## config.mk

```make
export PLATFORM = sky130hd
export DESIGN_NAME = fiwm_sort_cell
export DESIGN_NICKNAME = d
export VERILOG_FILES = /design/src/rtl/fiwm_pkg.sv /design/src/rtl/fiwm_sort_cell.sv
export SDC_FILE = /design/constraint.sdc
export NUM_CORES = 1
export LEC_CHECK = 0
export BUFFER_PORTS_ARGS = -buffer_cell sky130_fd_sc_hd__buf_2
export CELL_PAD_IN_SITES_DETAIL_PLACEMENT = 0
export CELL_PAD_IN_SITES_GLOBAL_PLACEMENT = 1
export CORE_ASPECT_RATIO = 1.25
export CORE_MARGIN = 2
export CORE_UTILIZATION = 30
export CTS_BUF_LIST = sky130_fd_sc_hd__clkbuf_16
export DETAILED_ROUTE_END_ITERATION = 10
export PLACE_DENSITY = 0.79
export SKIP_CTS_REPAIR_TIMING = 1
export SLEW_MARGIN = 20
export SYNTH_ARGS = -nofsm -noshare
export SYNTH_HDL_FRONTEND = slang
export SYNTH_SLANG_ARGS = --single-unit
```

## constraint.sdc

```tcl
create_clock -name clock -period 12.2 [get_ports clock]
set_input_delay 1.22 -clock clock [delete_from_list [all_inputs] [get_ports clock]]
set_output_delay 1.22 -clock clock [all_outputs]
set_load 0.01 [all_outputs]
```

## src/rtl/fiwm_pkg.sv

```systemverilog
// shared types and constants for the frame interval window median block
package fiwm_pkg;

   // register indexes on the csr port
   localparam logic CSR_START_TIME = 1'b0;
   localparam logic CSR_TICK_SCALE = 1'b1;

   // reset value of the scale register, 1.0 in q32.32
   localparam logic [63:0] TICK_SCALE_RESET = 64'h0000_0001_0000_0000;

   // width of the pair count on the result channel
   localparam int PAIRS_WIDTH = 7;

   // operation applied to every cell of the sorted chain in the same cycle
   typedef struct packed {
      logic remove;
      logic insert;
   } cell_op_type;

   // sequencer states of the top level
   typedef enum logic [2:0] {
      ST_IDLE,
      ST_REMOVE,
      ST_INSERT,
      ST_PICK,
      ST_SCALE,
      ST_SEND
   } state_type;

endpackage

```

## src/rtl/fiwm_sort_cell.sv

```systemverilog
// one cell of the sorted difference chain, empty cells act as plus infinity
module fiwm_sort_cell #(
   parameter int DW = 49
) (
   input  logic                     clock,
   input  logic                     reset,
   input  fiwm_pkg::cell_op_type    op,
   input  logic signed [DW-1:0]     key,
   input  logic signed [DW-1:0]     prev_val,
   input  logic                     prev_hit,
   input  logic                     prev_vld,
   input  logic signed [DW-1:0]     next_val,
   input  logic                     next_vld,
   output logic                     hit,
   output logic signed [DW-1:0]     val,
   output logic                     vld
);
   import fiwm_pkg::*;

   logic signed [DW-1:0] val_ff, val_in;
   logic                 vld_ff, vld_in;

   // compare against the key, >= for removal and > for insertion
   assign hit = !vld_ff || (op.remove ? (val_ff >= key) : (val_ff > key));
   assign val = val_ff;
   assign vld = vld_ff;

   // removal pulls from the upper neighbor, insertion pushes from the lower
   always_comb begin
      val_in = val_ff;
      vld_in = vld_ff;
      if (op.remove && hit) begin
         val_in = next_val;
         vld_in = next_vld;
      end else if (op.insert && hit) begin
         if (prev_hit) begin
            val_in = prev_val;
            vld_in = prev_vld;
         end else begin
            val_in = key;
            vld_in = 1'b1;
         end
      end
   end

   always_ff @(posedge clock) begin
      val_ff <= val_in;
      if (reset) begin
         vld_ff <= 1'b0;
      end else begin
         vld_ff <= vld_in;
      end
   end

endmodule

```

Word level (Yosys, flattened, before mapping)

Cells that the tools add are included.

Bits in registers: 50
Input bits: 154
Word-level logic and storage cells: 16

Magnitude comparators: 2
Mux-type cells: 7
Reductions and logical operators: 5

Operators with widths:

| operator          | count |
|---|---|
| $mux 49           | 3 |
| $ge 49x49->1      | 1 |
| $gt 49x49->1      | 1 |
| $mux 1            | 4 |
| $logic_and 1x1->1 | 2 |
| $reduce_bool 2->1 | 1 |
| $logic_not 1->1   | 1 |
| $logic_or 1x1->1  | 1 |

Longest topological paths before layout

Word-level depth: 6
Gate-level depth with buffers: 11

Worst setup path after synthesis

Ideal clock, no wire load.

Path type: input to register
From: input key[48]
To: register val_ff[0], in the netlist val[0] (enable)
Setup time: 0.529 ns
Arrival: 6.512 ns
Required time: 11.671 ns
Slack: 5.159 ns
Stages: 8
Cells stage by stage: inv_1 > ha_1 > nand4_1 > or4_4 > nor4b_4 > a211oi_1 > mux2i_1 > a211oi_1

Word-level cells in the longest chain between the ends: 5

Ends and longest elaborated chain:

| item                                         | line                                       | RTL |
|---|---|---|
| start, declared                              | fiwm_sort_cell.sv:8                        | `input logic signed [DW-1:0] key,` |
| $gt 49x49->1 or $ge 49x49->1 (tied branches) | fiwm_sort_cell.sv:24                       | `assign hit = !vld_ff \|\| (op.remove ? (val_ff >= key) : (val_ff > key));` |
| $mux 1 *                                     | fiwm_sort_cell.sv:24                       |  |
| $logic_or 1x1->1 *                           | fiwm_sort_cell.sv:24                       |  |
| $logic_and 1x1->1 (on tied branches)         | fiwm_sort_cell.sv:32, fiwm_sort_cell.sv:35 |  |
| $reduce_bool 2->1 (no source line) *         | -                                          |  |
| end signal, assigned                         | fiwm_sort_cell.sv:47                       | `val_ff <= val_in;` |
| end, declared                                | fiwm_sort_cell.sv:20                       | `logic signed [DW-1:0] val_ff, val_in;` |

Mark *: on every way between the ends. The rest lies on a longest branch, timed or not.
A chain may end at the register's enable or synchronous reset.

Worst setup path after layout

From: input key[4]
To: output hit

Word-level cells in the longest chain between the ends: 3

Ends and longest elaborated chain:

| item                                         | line                 | RTL |
|---|---|---|
| $gt 49x49->1 or $ge 49x49->1 (tied branches) | fiwm_sort_cell.sv:24 |  |
| $mux 1 *                                     | fiwm_sort_cell.sv:24 |  |
| $logic_or 1x1->1 *                           | fiwm_sort_cell.sv:24 |  |
| end, declared                                | fiwm_sort_cell.sv:14 | `output logic hit,` |

Marks and branches as above.

==> results.yml <==
route:
  via_count: 3645
  final_antenna_net_count: 0
  routed_wl_um: 11400
  drt_iter0_drc: 148
  wl_per_cell_um: 14.8
  drc: 0
  vias_per_cell: 4.73
  firstDrtPassIters: 4
worst_setup_path:
  worstPathRequired_ns: 10.98
  slowest_delay_ns: 0.48
  path_class: "in2out"
  arrival_ns: 3.84
  startpoint_type: "primary input"
  crit_chain: "buf_2 > inv_1 > ha_1 > a21oi_1 > o21ai_0 > a2111oi_0 > o31ai_1 > a211oi_1 > mux2i_1 > a21oi_1 > buf_2"
  crit_path_max_fanout: 3
  cp_slowest_cell: "a2111oi_0"
  end_kind: "output pin"
final_layout:
  final_core_util_pct: 41.2
  drive_gt1_share_pct: 42.8
  final_cell_mix: "buf_2, nand2_1, o21ai_0"
  fin_nets: 803
  nFillCells: 1341
  layout_commonest_cell: "buf_2"
  instances_no_fill: 770
  syn_to_final_growth_pct: 34.4
grt:
  antenna_found_initial: 1
  grt_usage_pct: 16.2
  overflow: 0
  grt_pass1_vias: 3878
  grt_pass1_wl_um: 18200
  grt_max_degree: 99
synth:
  ys_warn_count: 0
  synth_top_family_by_area: "adder cells"
  syn_nets: 605
  ys_seq_area_share_pct: 38.2
  synth_compound_area_share_pct: 13.6
  synth_area_leaders: "edfxtp_1, ha_1, mux2_2, o21ai_0, nand2_1"
  synth_cells: 402
  synth.top_cell.area_share_pct: 37.7
  syn-cell-area_mm2: 0.00390
  synth_area_leader_cell: "edfxtp_1"
  synth_mux_area_share_pct: 14.7
  yosys.area_share.simple_pct: 10.9
  yosysUniqueCellTypes: 36
  synth_xor_area_share_pct: 0
  synth_seq_cells: 50
  avgSynthCellArea_um2: 9.70
  synth_fa_ha_area_share_pct: 15.7
pwr:
  internal_power_mw: 0.403
  p_leak_nw: 2.60
  power.switching_mw: 0.197
  pwr-share-comb_pct: 36.1
  max-vdd-ir-drop_mv: 0.0540
  finalPower_mw: 0.600
  p_sw_share_pct: 32.9
  clockPowerShare_pct: 22.6
  seqPwrFrac_pct: 41.3
  p_per_area_mw_per_mm2: 115
placement:
  dp.cells: 761
  routabilityCongestion: 0.798
  dp_hpwl_um: 9190
  io_buffers: 204
die:
  die_h_um: 131
  core_mm2: 0.0127
  top_level_ports: 205
  start_util_pct: 30.7
  fp.dieW_um: 106
  row_count: 46
  dieArea_mm2: 0.0139
cts:
  h-tree-depth: 2
  clockBufferDepth: 2
  cts_tree: "built"
  root_buffer: "clkbuf_16"
  clk_pin_slew_worst_paths_ns: 0.06
  cts.sinks: 50
  cts_buffers: 5
  clk_latency_ns: 0.29
sta:
  finalSetupViolations: 0
  tightest_slew_ns: 0.854
  clock_skew_ns: 0.00473
  drv_slew: 0
  hold_viol: 0
  slew_headroom_pct: 42.9
  setup_tns_ns: 0
  rsz0062_at_grt: "false"
  fmax_mhz: 198
  fin_crit_sh_pct: 41.5
  period_minus_slack_ns: 5.06
  hold_ws_ns: 0.738
outcome:
  status: "finished, final reports clean"
job:
  drv_cap: 0
worst_hold_path:
  hold_class: "reg2reg"
-- path summary, 6_finish.rpt --
| check | from | to | slack [ns] | cells after the start |
|---|---|---|---|---|
| min | vld$_SDFFE_PP0P_ | vld$_SDFFE_PP0P_ | 0.74 | 3 |
| min reg2reg | vld$_SDFFE_PP0P_ | vld$_SDFFE_PP0P_ | 0.74 | 3 |
| max | key[4] | hit | 7.14 | 11 |
| max reg2reg | val[4]$_DFFE_PP_ | val[45]$_DFFE_PP_ | 8.06 | 9 |
-- synthesized netlist by cell type --
master / count
a2111oi_0: 1
a211oi_1: 4
a21o_1: 4
a21oi_1: 21
a221oi_1: 2
a31oi_1: 1
a41oi_2: 1
and4_1: 1
buf_1: 2
buf_2: 3
buf_4: 1
buf_6: 1
clkbuf_1: 9
dfxtp_1: 1
edfxtp_1: 49
ha_1: 49
inv_1: 51
mux2_1: 10
mux2_2: 40
mux2i_1: 1
nand2_1: 62
nand2b_1: 1
nand3_1: 1
nand3_2: 1
nand4_1: 10
nor2_1: 4
nor2b_1: 2
nor3_1: 2
nor4_1: 2
nor4b_4: 1
nor4bb_1: 1
o21a_1: 1
o21ai_0: 57
o31ai_1: 3
or3_1: 1
or4_4: 1
-- flip-flops by register name, indices dropped and copies added (netlist names) --
signal,count
val,49
vld,1
-- power by group through the flow --
| stage | Sequential, mW | Clock [mW] | Combinational [mW] |
|---|---|---|---|
| 5_1_grt | 0.251 | 0.147 | 0.244 |
| 2_1_floorplan | 0.265 | 0 | 0.115 |
| 3_3_place_gp | 0.250 | 0 | 0.217 |
| 4_1_cts | 0.248 | 0.140 | 0.221 |
| 3_5_place_dp | 0.252 | 0 | 0.220 |
| 6_report | 0.248 | 0.136 | 0.217 |
-- layout make-up --
type	instances	area [um^2]	area share (%)
clock buffers	5	125	2.39
clock inverters	3	11.3	0.215
flip-flops and latches	50	1490	28.5
well taps	168	210	4.01
inverters	51	191	3.65
diodes	1	2.50	0.0477
repair buffers	207	1040	19.9
multi-input cells	285	2170	41.3
-- routing by layer --
metal | wire, um | part of all wire [%] | track usage [%] | up-vias
met1 | 4590 | 40 | 17.5 | 1672
met2 | 5970 | 52 | 31.4 | 120
met3 | 639 | 5.6 | 3.13 | 13
met4 | 234 | 2.0 | 4.61 | 0
met5 | 0 | 0 | 0 | -
li1 | - | - | - | 1840
-- metrics by stage --
step,setup slack (ns),area (um^2)
floorplan,5.16,3900
global placement,7.28,5100
detailed placement,7.11,5100
CTS,7.13,5240
global route,6.98,5240
finish,7.14,5240
-- worst max-delay path, delay by kind of cell --
| kind | cells | cell delay, ns |
|---|---|---|
| mux | 1 | 0.46 |
| fa+ha+maj | 1 | 0.32 |
| compound gates | 6 | 1.54 |
| buf+inv | 3 | 0.30 |
-- cell families after synthesis --
group | Yosys count
flops | 50
buf+inv | 67
mux | 51
simple gates | 90
compound gates | 95
fa+ha+maj | 49
(Power assumes the default switching activity.)
